## src/rtl/core/msm_pkg.sv

```systemverilog
// Package for the masked signature matcher.
// Holds the command codes and the default table sizes; no dependencies.
`default_nettype none

package msm_pkg;

  // Default number of signatures and bytes per signature.
  localparam int SigCountDefault  = 16;
  localparam int SigMaxLenDefault = 32;

  // Width of the reported match index.
  localparam int MatchIdxW = 4;

  typedef enum logic [1:0] {
    CmdClear  = 2'd0,
    CmdLoad   = 2'd1,
    CmdBuffer = 2'd2
  } cmd_e;

endpackage

`default_nettype wire

```

## src/rtl/core/msm_cell.sv

```systemverilog
// One cell of the matcher chain: stores one signature and tracks its mismatch flag.
// Two register stages per cell; depends on msm_pkg.
`default_nettype none

module msm_cell
  import msm_pkg::*;
#(
  parameter int SIG_COUNT   = SigCountDefault,
  parameter int SIG_MAX_LEN = SigMaxLenDefault,
  parameter int CELL_IDX    = 0
) (
  input  wire                        clk_i,
  input  wire                        rst_ni,
  input  wire                        adv_i,
  input  wire                        tag_valid_i,
  input  wire  [(2 + 3 + 2 * (SIG_COUNT > 1 ? $clog2(SIG_COUNT) : 1)
                 + 2 * $clog2(SIG_MAX_LEN + 1) + 16 + 1) - 1:0] tag_i,
  output logic                       tag_valid_o,
  output logic [(2 + 3 + 2 * (SIG_COUNT > 1 ? $clog2(SIG_COUNT) : 1)
                 + 2 * $clog2(SIG_MAX_LEN + 1) + 16 + 1) - 1:0] tag_o
);

  localparam int TW = (SIG_COUNT > 1) ? $clog2(SIG_COUNT) : 1;
  localparam int PW = $clog2(SIG_MAX_LEN + 1);
  localparam int AW = (SIG_MAX_LEN > 1) ? $clog2(SIG_MAX_LEN) : 1;

  typedef struct packed {
    cmd_e          kind;
    logic          last;
    logic          wr;
    logic          set_len;
    logic [TW-1:0] target;
    logic [PW-1:0] pos;
    logic [PW-1:0] len;
    logic [7:0]    data;
    logic [7:0]    mask;
    logic          found;
    logic [TW-1:0] idx;
  } tag_t;

  tag_t          in_tag;
  tag_t          mid_tag_q;
  tag_t          out_tag_q, out_tag_d;
  logic          mid_valid_q;
  logic          out_valid_q;
  logic          mine;

  // Signature storage: pattern in the high byte, mask in the low byte.
  logic [15:0]   sig_mem [SIG_MAX_LEN];
  logic [15:0]   rd_q;
  logic          cmp_en_q;
  logic          live_q;
  logic          sig_valid_q;
  logic [PW-1:0] sig_len_q;
  logic          mism_q;
  logic          byte_bad;
  logic          flag_now;

  assign in_tag = tag_i;
  assign mine   = (in_tag.target == TW'(CELL_IDX));

  // First stage: table writes and the registered signature read.
  always_ff @(posedge clk_i) begin
    if (adv_i && tag_valid_i) begin
      if (in_tag.kind == CmdLoad && in_tag.wr && mine) begin
        sig_mem[in_tag.pos[AW-1:0]] <= {in_tag.data, in_tag.mask};
      end
      rd_q      <= sig_mem[in_tag.pos[AW-1:0]];
      cmp_en_q  <= sig_valid_q && (in_tag.pos < sig_len_q);
      live_q    <= sig_valid_q;
    end
    if (adv_i) begin
      mid_tag_q <= in_tag;
    end
  end

  always_ff @(posedge clk_i or negedge rst_ni) begin
    if (!rst_ni) begin
      sig_valid_q <= 1'b0;
      sig_len_q   <= '0;
      mid_valid_q <= 1'b0;
    end else if (adv_i) begin
      mid_valid_q <= tag_valid_i;
      if (tag_valid_i) begin
        if (in_tag.kind == CmdClear) begin
          sig_valid_q <= 1'b0;
        end else if (in_tag.kind == CmdLoad && in_tag.set_len && mine) begin
          sig_valid_q <= 1'b1;
          sig_len_q   <= in_tag.len;
        end
      end
    end
  end

  // Second stage: masked compare and first-match selection.
  assign byte_bad = cmp_en_q &&
                    (((mid_tag_q.data ^ rd_q[15:8]) & rd_q[7:0]) != 8'd0);
  assign flag_now = mism_q || byte_bad;

  always_comb begin
    out_tag_d = mid_tag_q;
    if (mid_tag_q.kind == CmdBuffer && mid_tag_q.last && !mid_tag_q.found &&
        live_q && !flag_now) begin
      out_tag_d.found = 1'b1;
      out_tag_d.idx   = TW'(CELL_IDX);
    end
  end

  always_ff @(posedge clk_i or negedge rst_ni) begin
    if (!rst_ni) begin
      mism_q      <= 1'b0;
      out_valid_q <= 1'b0;
    end else if (adv_i) begin
      out_valid_q <= mid_valid_q;
      if (mid_valid_q) begin
        if (mid_tag_q.kind == CmdBuffer && !mid_tag_q.last) begin
          mism_q <= flag_now;
        end else begin
          mism_q <= 1'b0;
        end
      end
    end
  end

  always_ff @(posedge clk_i) begin
    if (adv_i) begin
      out_tag_q <= out_tag_d;
    end
  end

  assign tag_valid_o = out_valid_q;
  assign tag_o       = out_tag_q;

endmodule

`default_nettype wire
```

## config.mk

```make
export PLATFORM = sky130hd
export DESIGN_NAME = msm_cell
export DESIGN_NICKNAME = d
export VERILOG_FILES = /design/src/rtl/core/msm_pkg.sv /design/src/rtl/core/msm_cell.sv
export SDC_FILE = /design/constraint.sdc
export NUM_CORES = 1
export LEC_CHECK = 0
export BUFFER_PORTS_ARGS = -buffer_cell sky130_fd_sc_hd__clkbuf_2
export CAP_MARGIN = 5
export CORE_UTILIZATION = 50
export DETAILED_ROUTE_END_ITERATION = 7
export PLACE_DENSITY_LB_ADDON = 0.08
export SYNTH_ARGS = -nofsm -noshare
export SYNTH_HDL_FRONTEND = slang
export SYNTH_SLANG_ARGS = --single-unit
```

## constraint.sdc

```tcl
create_clock -name clk_i -period 1.83 [get_ports clk_i]
set_clock_uncertainty 0.15 [all_clocks]
set_input_delay 0.0915 -clock clk_i [delete_from_list [all_inputs] [get_ports clk_i]]
set_output_delay 0.0915 -clock clk_i [all_outputs]
set_load 0.05 [all_outputs]
```

==> results.toml <==
[outcome]
status = "complete, no violations"

[timing]
max_freq_ghz = 0.547
period_needed_ps = 1830
slew_headroom_pct = 21.1
layout_setup_ws_ps = 1.84
final.period_utilization_pct = 99.9
rsz0062_at_grt = "yes"
transition_time_of_the_tightest_slew_check_pin_ps = 1180
drv_slew = 0
finalSetupViolCount = 0
hold_viol = 0
timing.setup.tns_ps = 0
fin_hold_ws_ps = 59.3

[placed_design]
place.port_buffers = 88
cell_area_after_placement_um2 = 26400
dp_hpwl_um = 35700
gp_congestion = 0.892
detailedPlace.worstSlack_ps = -535

[grt]
grt_pass1_wl_um = 80100
grt_overflow_total = 0
grt_pass1_vias = 11606
global_route.usage.total_pct = 24.2
pin_count_of_the_biggest_net_entering_global_routing = 35
antenna_found_initial = 2

[worst_setup_path]
reg2reg_slack_ps = 2
endpoint_required_time_on_the_critical_path_ps = 2000
critical_path.cell_chain = "mux4_2 > a22oi_2 > buf_4 > nand4_1"
worst_r2r_path_depth = 4
worst_setup_path_end_kind = "register"
reg2reg_from = "sig_mem[11][13]"
crit_buf_inv = 1
critical-path-max-stage-delay_ps = 560
worst-path-max-fanout = 1
critPathLaunchType = "register"
arrival_ps = 2000
critical-path-top-delay-family = "multiplexers"
cp_slowest_cell = "sky130_fd_sc_hd__mux4_2"
criticalPathCategory = "register to register"
timing.critical_path.depth = 4
rr_endpoint = "rd_q[13]"

[drt]
avgViaCountPerCell = 5.81
dr_total_vias = 11401
finalWirelength_um = 55000
initialDrtViolationCount = 1201
ant_nets = 0
drt_pre_antenna_iters = 5
drc = 0
avgRoutedWirePerCell_um = 28.0

[yosys]
synth_area_leaders = "sky130_fd_sc_hd__edfxtp_1, sky130_fd_sc_hd__mux4_2, sky130_fd_sc_hd__a22oi_1"
synthesis.instances = 997
synth_top_cell_area_share_pct = 79.7
yosysWarningCount = 0
syn_area_um2 = 23100
synthFlopType = "sky130_fd_sc_hd__edfxtp_1"
synth_async_sr_flop_share_pct = 1.60
post-synth-top-count-cell = "sky130_fd_sc_hd__edfxtp_1"
synth_seq_cells = 624
net_count_after_synthesis = 1048
synth_top_cell_by_area = "sky130_fd_sc_hd__edfxtp_1"
yosys.cell_types.count = 41
synth.top_cells.by_count = "sky130_fd_sc_hd__edfxtp_1, sky130_fd_sc_hd__mux4_2, sky130_fd_sc_hd__a22oi_1"
synth-seq-area-share_pct = 80.8
synth_area_per_cell_um2 = 23.2
edff_count_synth = 614

[floorplan]
fp.dieH_um = 217
die_area_um2 = 47100
ioPinCount = 89
initial_utilization_pct = 50.9
core_um2 = 45500
die_w_um = 217
fp-row-count = 78

[layout]
final_cell_area_um2 = 28700
drive_gt1_share_pct = 37.8
final_net_count = 1363
synthToLayoutAreaGrowth_pct = 24.1
antenna_cells = 0

[pwr]
ir_worst_vdd_mv = 0.847
power.density_nw_per_um2 = 1010
power.leakage_nw = 9.46
power.total_mw = 29.1

[cts]
numClockSinks = 624
clk_pin_slew_ps = 60
tritoncts_clock_tree = "built"
worst_skew_pair.late_latency_ps = 610
cts_buffer_depth = 3
cts-buffers-inserted = 60
cts.htree.levels = 2
cts.root.buffer_cell = "sky130_fd_sc_hd__clkbuf_16"

[min_path]
hold_depth = 2
min-delay-start = "tag_i[4]"
hold_path_class = "input port to register"
min_delay_worst_endpoint = "mid_tag_q[4]"

[flow_run]
cap_violations = 0
==> layer usage <==
metal | part of all wire [%] | up-vias | GRT usage (%)
met5 | 0.024 | - | 0
met4 | 2.0 | 2 | 6.74
met3 | 7.2 | 60 | 4.50
met2 | 47 | 429 | 37.3
met1 | 43 | 6032 | 35.8
li1 | - | 4878 | -
==> registers in the layout, summed over array words and instances, names as in the netlist <==
signal       cells
cmp_en_q         1
live_q           1
mid_tag_q       42
mid_valid_q      1
mism_q           1
rd_q            16
sig_len_q        6
sig_mem        512
sig_valid_q      1
tag_o           42
tag_valid_o      1
==> layout by cell type (no fill, tap or decap), types with 8 or more instances in the layout <==
master,Yosys,final
sky130_fd_sc_hd__clkinv_1,0,20
sky130_fd_sc_hd__nand4_1,17,17
sky130_fd_sc_hd__dfrtp_1,10,10
sky130_fd_sc_hd__a22oi_2,0,9
sky130_fd_sc_hd__clkbuf_2,0,85
sky130_fd_sc_hd__buf_4,5,101
sky130_fd_sc_hd__dlygate4sd3_1,0,47
sky130_fd_sc_hd__xor2_1,8,8
sky130_fd_sc_hd__clkbuf_16,0,62
sky130_fd_sc_hd__buf_12,0,63
sky130_fd_sc_hd__nor2_4,0,32
sky130_fd_sc_hd__clkbuf_1,15,18
sky130_fd_sc_hd__edfxtp_1,614,614
sky130_fd_sc_hd__clkinv_2,0,8
sky130_fd_sc_hd__a22oi_1,68,59
sky130_fd_sc_hd__inv_1,8,8
sky130_fd_sc_hd__mux4_2,128,128
==> cells by family after synthesis <==
group / share of synthesized area (%)
buf+inv: 1.08
xor+xnor: 0.303
flops: 80.8
simple gates: 2.35
mux: 12.8
compound gates: 2.46
fa+ha+maj: 0.270
==> report_power, final <==
part	leakage, nW	switching, mW	internal [mW]
sequential	5.73	0.0684	15.9
combinational	2.86	1.14	0.725
clock	0.869	4.99	6.31
==> layout make-up <==
class / count / area (µm²)
clock buffers: 80 / 1620
clock inverters: 31 / 169
fillers: 3136 / 16800
inverters: 8 / 30.0
multi-input cells: 319 / 4500
flip-flops and latches: 624 / 18700
well taps: 600 / 751
repair buffers: 299 / 2950
==> worst max path at each step <==
| stage | slack [ps] | from | to |
|---|---|---|---|
| floorplan | -290 | tag_i[34] | sig_mem[0][0] |
| global placement | -500 | tag_i[34] | sig_mem[8][13] |
| detailed placement | -540 | tag_i[34] | sig_mem[24][6] |
| CTS | -4 | sig_mem[11][13] | rd_q[13] |
| global route | -40 | sig_mem[11][13] | rd_q[13] |
| finish | 2 | sig_mem[11][13] | rd_q[13] |
==> through the flow <==
step	util [%]	cells
floorplan	-	997
global placement	58.0	1801
detailed placement	58.0	1801
CTS	63.0	1959
global route	63.1	1961
finish	63.1	1961
==> timing repair <==
item | 4_1_cts | 5_1_grt
endpoints found under the hold margin | 485 | 0
hold buffers | 47 | 0
pin swaps | 2 | 11
cloned | 0 | 0
setup endpoints to repair | 4 | 226
buffers inserted | 0 | 2
gates resized for setup | 4 | 9
Note: power is estimated with default switching activity, not from simulation.
