==> config.mk <==
export PLATFORM = sky130hd
export DESIGN_NAME = msm_head
export DESIGN_NICKNAME = d
export VERILOG_FILES = /design/src/rtl/core/msm_pkg.sv /design/src/rtl/core/msm_head.sv
export SDC_FILE = /design/constraint.sdc
export NUM_CORES = 1
export LEC_CHECK = 0
export BUFFER_PORTS_ARGS = -buffer_cell sky130_fd_sc_hd__buf_2
export CAP_MARGIN = 0
export CORE_ASPECT_RATIO = 0.7
export CORE_MARGIN = 2
export CORE_UTILIZATION = 55
export DETAILED_ROUTE_END_ITERATION = 10
export GPL_TIMING_DRIVEN = 0
export PLACE_DENSITY_LB_ADDON = 0.12
export SLEW_MARGIN = 30
export SYNTH_ARGS = -nofsm -noshare
export SYNTH_HDL_FRONTEND = slang
export SYNTH_SLANG_ARGS = --single-unit
==> constraint.sdc <==
create_clock -name clk_i -period 2.1 [get_ports clk_i]
set_input_delay 0.105 -clock clk_i [delete_from_list [all_inputs] [get_ports clk_i]]
set_output_delay 0.105 -clock clk_i [all_outputs]
set_load 0.005 [all_outputs]
==> src/rtl/core/msm_pkg.sv <==
// Package for the masked signature matcher.
// Holds the command codes and the default table sizes; no dependencies.
`default_nettype none

package msm_pkg;

  // Default number of signatures and bytes per signature.
  localparam int SigCountDefault  = 16;
  localparam int SigMaxLenDefault = 32;

  // Width of the reported match index.
  localparam int MatchIdxW = 4;

  typedef enum logic [1:0] {
    CmdClear  = 2'd0,
    CmdLoad   = 2'd1,
    CmdBuffer = 2'd2
  } cmd_e;

endpackage

`default_nettype wire

==> src/rtl/core/msm_head.sv <==
// Head of the matcher chain: tracks table fill, load and buffer position, and turns each
// accepted clear, load or buffer command into a registered tag for the first cell. Uses msm_pkg.
`default_nettype none

module msm_head
  import msm_pkg::*;
#(
  parameter int SIG_COUNT   = SigCountDefault,
  parameter int SIG_MAX_LEN = SigMaxLenDefault
) (
  input  wire                        clk_i,
  input  wire                        rst_ni,
  input  wire                        adv_i,
  input  wire                        acc_i,
  input  wire  [1:0]                 cmd_i,
  input  wire  [7:0]                 data_byte_i,
  input  wire  [7:0]                 mask_byte_i,
  input  wire                        last_i,
  output logic                       tag_valid_o,
  output logic [(2 + 3 + 2 * (SIG_COUNT > 1 ? $clog2(SIG_COUNT) : 1)
                 + 2 * $clog2(SIG_MAX_LEN + 1) + 16 + 1) - 1:0] tag_o
);

  localparam int TW = (SIG_COUNT > 1) ? $clog2(SIG_COUNT) : 1;
  localparam int EW = $clog2(SIG_COUNT + 1);
  localparam int PW = $clog2(SIG_MAX_LEN + 1);

  typedef struct packed {
    cmd_e          kind;
    logic          last;
    logic          wr;
    logic          set_len;
    logic [TW-1:0] target;
    logic [PW-1:0] pos;
    logic [PW-1:0] len;
    logic [7:0]    data;
    logic [7:0]    mask;
    logic          found;
    logic [TW-1:0] idx;
  } tag_t;

  logic [EW-1:0] entry_cnt_q, entry_cnt_d;
  logic [PW-1:0] load_pos_q, load_pos_d;
  logic [PW-1:0] buf_pos_q, buf_pos_d;
  logic          tag_valid_q, tag_valid_d;
  tag_t          tag_q, tag_d;
  logic          full;
  logic          wr;
  logic [PW-1:0] next_lp;

  assign full    = (entry_cnt_q >= EW'(SIG_COUNT));
  assign wr      = !full && (load_pos_q < PW'(SIG_MAX_LEN));
  assign next_lp = load_pos_q + PW'(wr);

  always_comb begin
    entry_cnt_d = entry_cnt_q;
    load_pos_d  = load_pos_q;
    buf_pos_d   = buf_pos_q;
    tag_valid_d = 1'b0;
    tag_d         = tag_q;
    tag_d.kind    = cmd_e'(cmd_i);
    tag_d.last    = last_i;
    tag_d.wr      = 1'b0;
    tag_d.set_len = 1'b0;
    tag_d.target  = entry_cnt_q[TW-1:0];
    tag_d.pos     = load_pos_q;
    tag_d.len     = next_lp;
    tag_d.data    = data_byte_i;
    tag_d.mask    = mask_byte_i;
    tag_d.found   = 1'b0;
    tag_d.idx     = '0;
    if (acc_i) begin
      unique case (cmd_i)
        CmdClear: begin
          entry_cnt_d = '0;
          load_pos_d  = '0;
          buf_pos_d   = '0;
          tag_valid_d = 1'b1;
        end
        CmdLoad: begin
          buf_pos_d   = '0;
          tag_valid_d = 1'b1;
          tag_d.wr    = wr;
          if (!full) begin
            if (last_i) begin
              tag_d.set_len = 1'b1;
              entry_cnt_d   = entry_cnt_q + EW'(1);
              load_pos_d    = '0;
            end else begin
              load_pos_d = next_lp;
            end
          end
        end
        CmdBuffer: begin
          tag_valid_d = 1'b1;
          tag_d.pos   = buf_pos_q;
          if (buf_pos_q < PW'(SIG_MAX_LEN)) begin
            buf_pos_d = buf_pos_q + PW'(1);
          end
          if (last_i) begin
            buf_pos_d = '0;
          end
        end
        default: begin
          tag_valid_d = 1'b0;
        end
      endcase
    end
  end

  always_ff @(posedge clk_i or negedge rst_ni) begin
    if (!rst_ni) begin
      entry_cnt_q <= '0;
      load_pos_q  <= '0;
      buf_pos_q   <= '0;
      tag_valid_q <= 1'b0;
    end else if (adv_i) begin
      entry_cnt_q <= entry_cnt_d;
      load_pos_q  <= load_pos_d;
      buf_pos_q   <= buf_pos_d;
      tag_valid_q <= tag_valid_d;
    end
  end

  always_ff @(posedge clk_i) begin
    if (adv_i) begin
      tag_q <= tag_d;
    end
  end

  assign tag_valid_o = tag_valid_q;
  assign tag_o       = tag_q;

endmodule

`default_nettype wire

==> flow_summary.toml, run 1 <==
[clocking]
cts_inserted_buffers = 5
tritoncts = "built"
postCtsSetupBuffers = 0
clkSlewWorstSetupHoldPaths_ns = 0.09
cts_resized = 0
clockBufferDepth = 2
cts.sinks = 55
insertion_delay_ns = 0.30
root_buffer = "clkbuf_8"
cts.hold.buffers_added = 17
ctsHtreeMaxLevel = 2

[route]
wl_um = 4350
drc = 0
via_count = 1533
via_per_inst = 5.23
dr.pass1.iters = 4
drtAntennaViolNets = 0
drt-wirelength-per-cell_um = 14.8
drt_iter0_markers = 151

[worst_setup_path]
cp-startpoint = "adv_i"
cp_max_fo = 40
crit_required_ns = 2.32
end_kind = "flip-flop"
critPathArrivalTime_ns = 1.90
reg2reg_to = "load_pos_q[4]$_DFFE_PN0P_"
r2r.worst_path.cells = 6
start_kind = "primary input"
critPathKind = "in2reg"
r2r_setup_slack_ns = 0.46
timing.rr.start = "load_pos_q[5]$_DFFE_PN0P_"

[global_route]
grt_use_total = 0.203
grt_start_max_net_pins = 41
grt_pass1_wl_um = 6940
gr-total-overflow = 0
antenna_found_initial = 0
first_global_vias = 1478

[yosys]
yosys-top-cells-area = "edfxtp_1, dfrtp_1, mux2_2"
yosysUniqueCellTypes = 38
synth_edf_count = 37
synth_common_cells = "edfxtp_1, dfrtp_1, nand3_1, nor2_1, o21ai_0"
synth.largest_area_cell = "edfxtp_1"
syn_area_um2 = 2290
ys.flop_type = "edfxtp_1"
synth_top_area_frac = 0.486
yosys_warnings = 0
syn_avg_cell_area_um2 = 15.0
synthArstFlopShare = 0.327
synth_cells = 152
ys_seq_area_frac = 0.683
synth_most_common_cell = "edfxtp_1"
synth_seq_cells = 55

[die]
num_rows = 19
core_um2 = 3950
ios = 66
initial_core_util = 0.580
fp.dieH_um = 58.0
dieWidth_um = 81.1
dieArea_um2 = 4700

[pwr]
p_leak_nw = 1.27
total_power_mw = 2.09
p_per_area_nw_per_um2 = 713
vdd_ir_drop_max_mv = 0.513

[place]
gp_congestion = 0.798
place_ws_ns = 0.0973
io_buffers = 60
dp_hpwl_um = 3120
dp.cells = 268
post_dp_cell_area_um2 = 2670

[layout]
fill_cells = 269
drive_above_1_share = 0.361
layout.cells.non_filler = 293
antenna_cells = 0
stdcell_area_um2 = 2930
seqCellArea_um2 = 1560
utilization = 0.742
multi_input_area_um2 = 672
area_delta_synth_final_pct = 28.0
fin_nets = 268

[job]
drv_cap = 0

[sta]
skew_ns = 0.00717
tightest_slew_ns = 0.884
fmax_mhz = 596
setup_viol_count_final = 0
timing.setup.tns_ns = 0
finalCriticalPeriod_ns = 1.68
rsz0062_at_grt = "false"
worst_slack_ns = 0.421
hold_slack_ns = 0.0847
period_share = 0.800
max_slew_margin = 0.410
slew_violations = 0
finalHoldViolCount = 0

[worst_hold_path]
min_path_type = "in2reg"
min_from = "cmd_i[0]"
worstHoldPathCells = 1
holdPathEnd = "tag_o[40]$_DFFE_PP_"

[run_status]
status = "completed"
## metal layers
layer  part of all wire  global-route usage
met2               0.48               0.321
met3              0.060              0.0763
met4             0.0087              0.0484
met5                  0                   0
met1               0.45               0.271
## power breakdown
part | internal (mW) | switching [mW] | total [mW]
Clock | 0.233 | 0.320 | 0.553
Sequential | 1.25 | 0.0390 | 1.29
Combinational | 0.118 | 0.125 | 0.244
## flip-flops by register name, summed over array words and instances (netlist names)
register / flops
tag_o: 37
load_pos_q: 6
buf_pos_q: 6
tag_valid_o: 1
entry_cnt_q: 5
## worst max path at each step
stage / to
after detailed placement: load_pos_q[5]$_DFFE_PN0P_
final: load_pos_q[5]$_DFFE_PN0P_
after floorplan: load_pos_q[4]$_DFFE_PN0P_
after global routing: load_pos_q[5]$_DFFE_PN0P_
after global placement: load_pos_q[5]$_DFFE_PN0P_
after CTS: load_pos_q[5]$_DFFE_PN0P_
## critical path, cell delays in order
cell and delay, ns:
buf_2 0.67, nand2_2 0.36, nor3b_4 0.43, a41oi_1 0.16, a31oi_1 0.17
## layout by cell type (no fill, tap or decap), drive strengths merged, types with 3 or more instances in the layout
cell type and instances:
clkbuf 6, dlygate4sd3 17, ha 5, nor2 7, edfxtp 37, a21oi 4
o21ai 7, nand2 7, conb 5, xnor2 5, nand3 7, dfrtp 18
nand2b 4, mux2 6, nor3b 3, buf 67, and3 4, inv 4
a22o 4
## logic make-up after synthesis
family,count (synthesis),share of synthesized area
XOR/XNOR,7,0.0268
AND/OR/NAND/NOR,40,0.106
buffers and inverters,12,0.0301
flip-flops,55,0.683
multiplexers,6,0.0295
adder cells (fa/ha/maj),5,0.0274
AO/OA/AOI/OAI,26,0.0957
other,1,0.00164
## layout make-up
cell class	instances	area share
Buffer	8	0.0184
Clock buffer	5	0.0235
Clock inverter	3	0.00684
Inverter	4	0.00513
Multi-Input combinational cell	89	0.230
Sequential cell	55	0.534
Tap cell	52	0.0222
Timing Repair Buffer	77	0.161
(Power assumes the default switching activity.)
==> run 2: changes to the inputs <==
Settings changed: CORE_UTILIZATION 55 to 51.
Clock period 2.1 ns to 1.7 ns, I/O delays scaled along.
==> flow_summary.toml, run 2 (same netlist as run 1, synthesis figures left out) <==
[clocking]
ctsHtreeMaxLevel = 2
root_buffer = "clkbuf_8"
tritoncts = "built"
clockBufferDepth = 2
clkSlewWorstSetupHoldPaths_ns = 0.11
cts_inserted_buffers = 5
cts.sinks = 55
insertion_delay_ns = 0.32

[pwr]
total_power_mw = 2.62
power_frac_comb = 0.114
switching_share = 0.242
p_int_mw = 1.99
p_per_area_nw_per_um2 = 889
p_leak_nw = 1.28
p_sw_mw = 0.635
pwr-share-clk = 0.280
vdd_ir_drop_max_mv = 0.453
seqPwrFrac = 0.606

[layout]
largest_register_ffs = 37
area_delta_synth_final_pct = 28.9
layout.cells.non_filler = 297
fill_cells = 317
seqCellArea_um2 = 1560
fin_nets = 269
utilization = 0.681
final_cell_mix = "buf_2, edfxtp_1, dlygate4sd3_1, dfrtp_1"
layout_commonest_cell = "buf_2"
multi_input_area_um2 = 674
drive_above_1_share = 0.380
antenna_cells = 0

[die]
initial_core_util = 0.528
core_um2 = 4330
fp.dieH_um = 60.0
dieArea_um2 = 5040
ios = 66
dieWidth_um = 84.0
num_rows = 20

[sta]
skew_ns = 0.0146
finalHoldViolCount = 0
rsz0062_at_grt = "false"
finalCriticalPeriod_ns = 1.60
hold_slack_ns = 0.0506
slew_violations = 0
max_slew_margin = 0.639
fmax_mhz = 627
setup_viol_count_final = 0
tightest_slew_ns = 0.541
period_share = 0.939

[worst_setup_path]
end_kind = "flip-flop"
start_kind = "flip-flop"
critPathKind = "reg2reg"
r2r_setup_slack_ns = 0.10
critPathArrivalTime_ns = 1.81
crit_required_ns = 1.92
cp_max_fo = 6

[place]
dp.cells = 271
dp_hpwl_um = 3140
io_buffers = 60
gp_congestion = 0.769

[global_route]
grt_pass1_wl_um = 7090
first_global_vias = 1462
grt_start_max_net_pins = 41
grt_use_total = 0.187
antenna_found_initial = 0
gr-total-overflow = 0

[worst_hold_path]
min_path_type = "in2reg"

[route]
wl_um = 4510
drc = 0
drt_iter0_markers = 125
dr.pass1.iters = 4
via_count = 1518
drtAntennaViolNets = 0
drt-wirelength-per-cell_um = 15.2
via_per_inst = 5.11

[job]
drv_cap = 0

[run_status]
status = "completed"
-- run 2: path summary, 6_finish.rpt --
check | from | endpoint | cells past startpoint
hold reg to reg | tag_valid_o$_DFFE_PN0P_ | tag_valid_o$_DFFE_PN0P_ | 1
hold / removal | cmd_i[0] | tag_o[40]$_DFFE_PP_ | 1
setup / recovery | entry_cnt_q[4]$_DFFE_PN0P_ | load_pos_q[4]$_DFFE_PN0P_ | 6
min in group asynchronous | rst_ni | load_pos_q[4]$_DFFE_PN0P_ | 2
max in group asynchronous | rst_ni | entry_cnt_q[4]$_DFFE_PN0P_ | 2
setup reg to reg | entry_cnt_q[4]$_DFFE_PN0P_ | load_pos_q[4]$_DFFE_PN0P_ | 6
-- run 2: timing repair --
action	CTS	global route
resized for setup	0	4
hold buffers	17	0
hold endpoints to repair	34	0
buffers inserted	0	1
endpoints found under the setup margin	0	11
-- run 2: power by group through the flow --
stage               sequential, mW  clock (mW)  combinational, mW
finish                        1.59       0.733              0.299
detailed placement            1.62           0              0.269
global route                  1.60       0.813              0.331
floorplan                     1.62           0              0.108
global placement              1.62           0              0.260
CTS                           1.59       0.741              0.300
-- run 2: worst max-delay path: stages (launching register included) --
cell	delay, ns
dfrtp_2	0.46
nor2_1	0.11
ha_1	0.20
ha_2	0.23
nand3_1	0.13
xnor2_1	0.18
a22o_1	0.20
-- run 2: area by class of cell --
class,instances,share of cell area
multi-input combinational,89,0.229
buffer,8,0.0183
tap,55,0.0233
clock inverter,3,0.00764
clock buffer,5,0.0233
sequential,55,0.531
timing repair buffer,78,0.163
inverter,4,0.00509
-- run 2: metal layers --
| metal | up-vias | global-route usage | part of all wire |
|---|---|---|---|
| met5 | - | 0 | 0 |
| li1 | 733 | - | - |
| met3 | 8 | 0.0470 | 0.063 |
| met1 | 717 | 0.264 | 0.46 |
| met4 | 0 | 0.0691 | 0.014 |
| met2 | 60 | 0.285 | 0.46 |
-- run 2: per-stage QoR --
step	TNS (ns)	setup WS (ns)	instance area (um2)
finish	0	0.104	2950
global route	0	0.0225	2950
CTS	0	0.0634	2930
detailed placement	-2.96	-0.255	2670
global placement	-1.86	-0.199	2670
floorplan	0	0.259	2300
==> run 3: changes to the inputs <==
Settings changed: BUFFER_PORTS_ARGS -buffer_cell sky130_fd_sc_hd__buf_2 to default, CELL_PAD_IN_SITES_DETAIL_PLACEMENT from default to 1, CELL_PAD_IN_SITES_GLOBAL_PLACEMENT from default to 2, CORE_UTILIZATION 51 to 41, DONT_BUFFER_PORTS from default to 1, SLEW_MARGIN 30 to 20.
==> flow_summary.toml, run 3 (same netlist as run 1, synthesis figures left out) <==
[run_status]
status = "completed"

[worst_setup_path]
r2r.worst_path.cells = 6
critPathArrivalTime_ns = 1.81
cp_max_fo = 6
start_kind = "flip-flop"
critPathKind = "reg2reg"
end_kind = "flip-flop"
crit_required_ns = 1.91

[sta]
finalCriticalPeriod_ns = 1.61
skew_ns = 0.00735
tightest_slew_ns = 0.899
rsz0062_at_grt = "false"
timing.setup.tns_ns = 0
max_slew_margin = 0.399
finalHoldViolCount = 0
period_share = 0.945
fmax_mhz = 622
setup_viol_count_final = 0
slew_violations = 0

[clocking]
root_buffer = "clkbuf_8"
clkSlewWorstSetupHoldPaths_ns = 0.10
cts_inserted_buffers = 5
cts.sinks = 55
clockBufferDepth = 2
tritoncts = "built"
ctsHtreeMaxLevel = 2
insertion_delay_ns = 0.31

[die]
dieArea_um2 = 6200
core_um2 = 5310
fp.dieH_um = 66.5
initial_core_util = 0.431
num_rows = 22
dieWidth_um = 93.3
ios = 66

[global_route]
grt_pass1_wl_um = 7620
first_global_vias = 1394
gr-total-overflow = 0
antenna_found_initial = 0
grt_use_total = 0.168
grt_start_max_net_pins = 39

[route]
drt_iter0_markers = 70
via_per_inst = 5.29
drtAntennaViolNets = 0
dr.pass1.iters = 4
drc = 0
drt-wirelength-per-cell_um = 18.9
wl_um = 4880
via_count = 1364

[layout]
drive_above_1_share = 0.172
area_delta_synth_final_pct = 18.9
final_cell_mix = "edfxtp_1, dlygate4sd3_1, dfrtp_1"
layout_commonest_cell = "edfxtp_1"
fin_nets = 213
largest_register_ffs = 37
antenna_cells = 0
fill_cells = 551

[place]
dp_hpwl_um = 3170
gp_congestion = 0.787
io_buffers = 0

[pwr]
total_power_mw = 2.56
vdd_ir_drop_max_mv = 0.354
p_per_area_nw_per_um2 = 940
p_leak_nw = 1.06

[job]
drv_cap = 0

[worst_hold_path]
min_path_type = "in2reg"
worstHoldPathCells = 2
==> run 3: cell types whose count changed in the layout (fill, tap and decap cells not counted), sizes merged <==
cell / delta
clkbuf: -1
dlygate4sd3: +4
buf: -59
==> run 3: final cells by class <==
type / instances / area, um2 / area share
multi-input combinational: 89 / 674 / 0.248
clock buffer: 5 / 68.8 / 0.0253
sequential: 55 / 1560 / 0.575
tap: 72 / 90.1 / 0.0331
timing repair buffer: 22 / 230 / 0.0847
buffer: 8 / 53.8 / 0.0198
inverter: 4 / 15.0 / 0.00552
clock inverter: 3 / 22.5 / 0.00828
==> run 3: path summary, 6_finish.rpt <==
check,from,to,slack (ns)
setup / recovery,load_pos_q[5]$_DFFE_PN0P_,load_pos_q[4]$_DFFE_PN0P_,0.09
hold / removal,acc_i,tag_o[38]$_SDFFCE_PP0P_,0.0001
setup reg to reg,load_pos_q[5]$_DFFE_PN0P_,load_pos_q[4]$_DFFE_PN0P_,0.09
hold reg to reg,buf_pos_q[4]$_DFFE_PN0P_,buf_pos_q[4]$_DFFE_PN0P_,0.51
max in group asynchronous,rst_ni,entry_cnt_q[4]$_DFFE_PN0P_,0.75
min in group asynchronous,rst_ni,buf_pos_q[0]$_DFFE_PN0P_,0.34
==> run 3: timing repair <==
| item | CTS | global route |
|---|---|---|
| hold endpoints to repair | 79 | 1 |
| setup endpoints to repair | 0 | 1 |
| hold buffers | 21 | 1 |
| gates resized for setup | 0 | 3 |
| buffers inserted | 0 | 0 |
==> run 3: worst max-delay path: stages, from the launching register on <==
cell and delay [ns]:
dfrtp_2 0.46, nor2_1 0.13, ha_1 0.21, ha_2 0.24, nand3_1 0.10, xnor2_1 0.17
a22o_1 0.20
==> run 3: where the power goes <==
part / switching (mW) / internal (mW)
registers: 0.0715 / 1.55
clock network: 0.436 / 0.296
logic: 0.111 / 0.0969
total: 0.618 / 1.94
==> run 3: routing by layer <==
layer	wire length [um]	GRT usage	part of all wire	vias to the layer above
li1	-	-	-	620
met1	2310	0.222	0.47	687
met4	66	0.0607	0.014	0
met3	240	0.0419	0.049	8
met5	0	0	0	-
met2	2260	0.272	0.46	49
==> run 3: through the flow <==
stage / util / setup slack, ns / hold WS [ns] / cells / instance area [um2]
2_1_floorplan: - / 0.259 / -0.211 / 156 / 2300
4_1_cts: 0.509 / 0.0534 / 0.00232 / 257 / 2700
3_5_place_dp: 0.450 / 0.0711 / -0.210 / 228 / 2390
6_report: 0.512 / 0.0934 / 0.000127 / 258 / 2720
3_3_place_gp: 0.450 / 0.0809 / -0.210 / 228 / 2390
5_1_grt: 0.512 / 0.00496 / 0.00738 / 258 / 2720
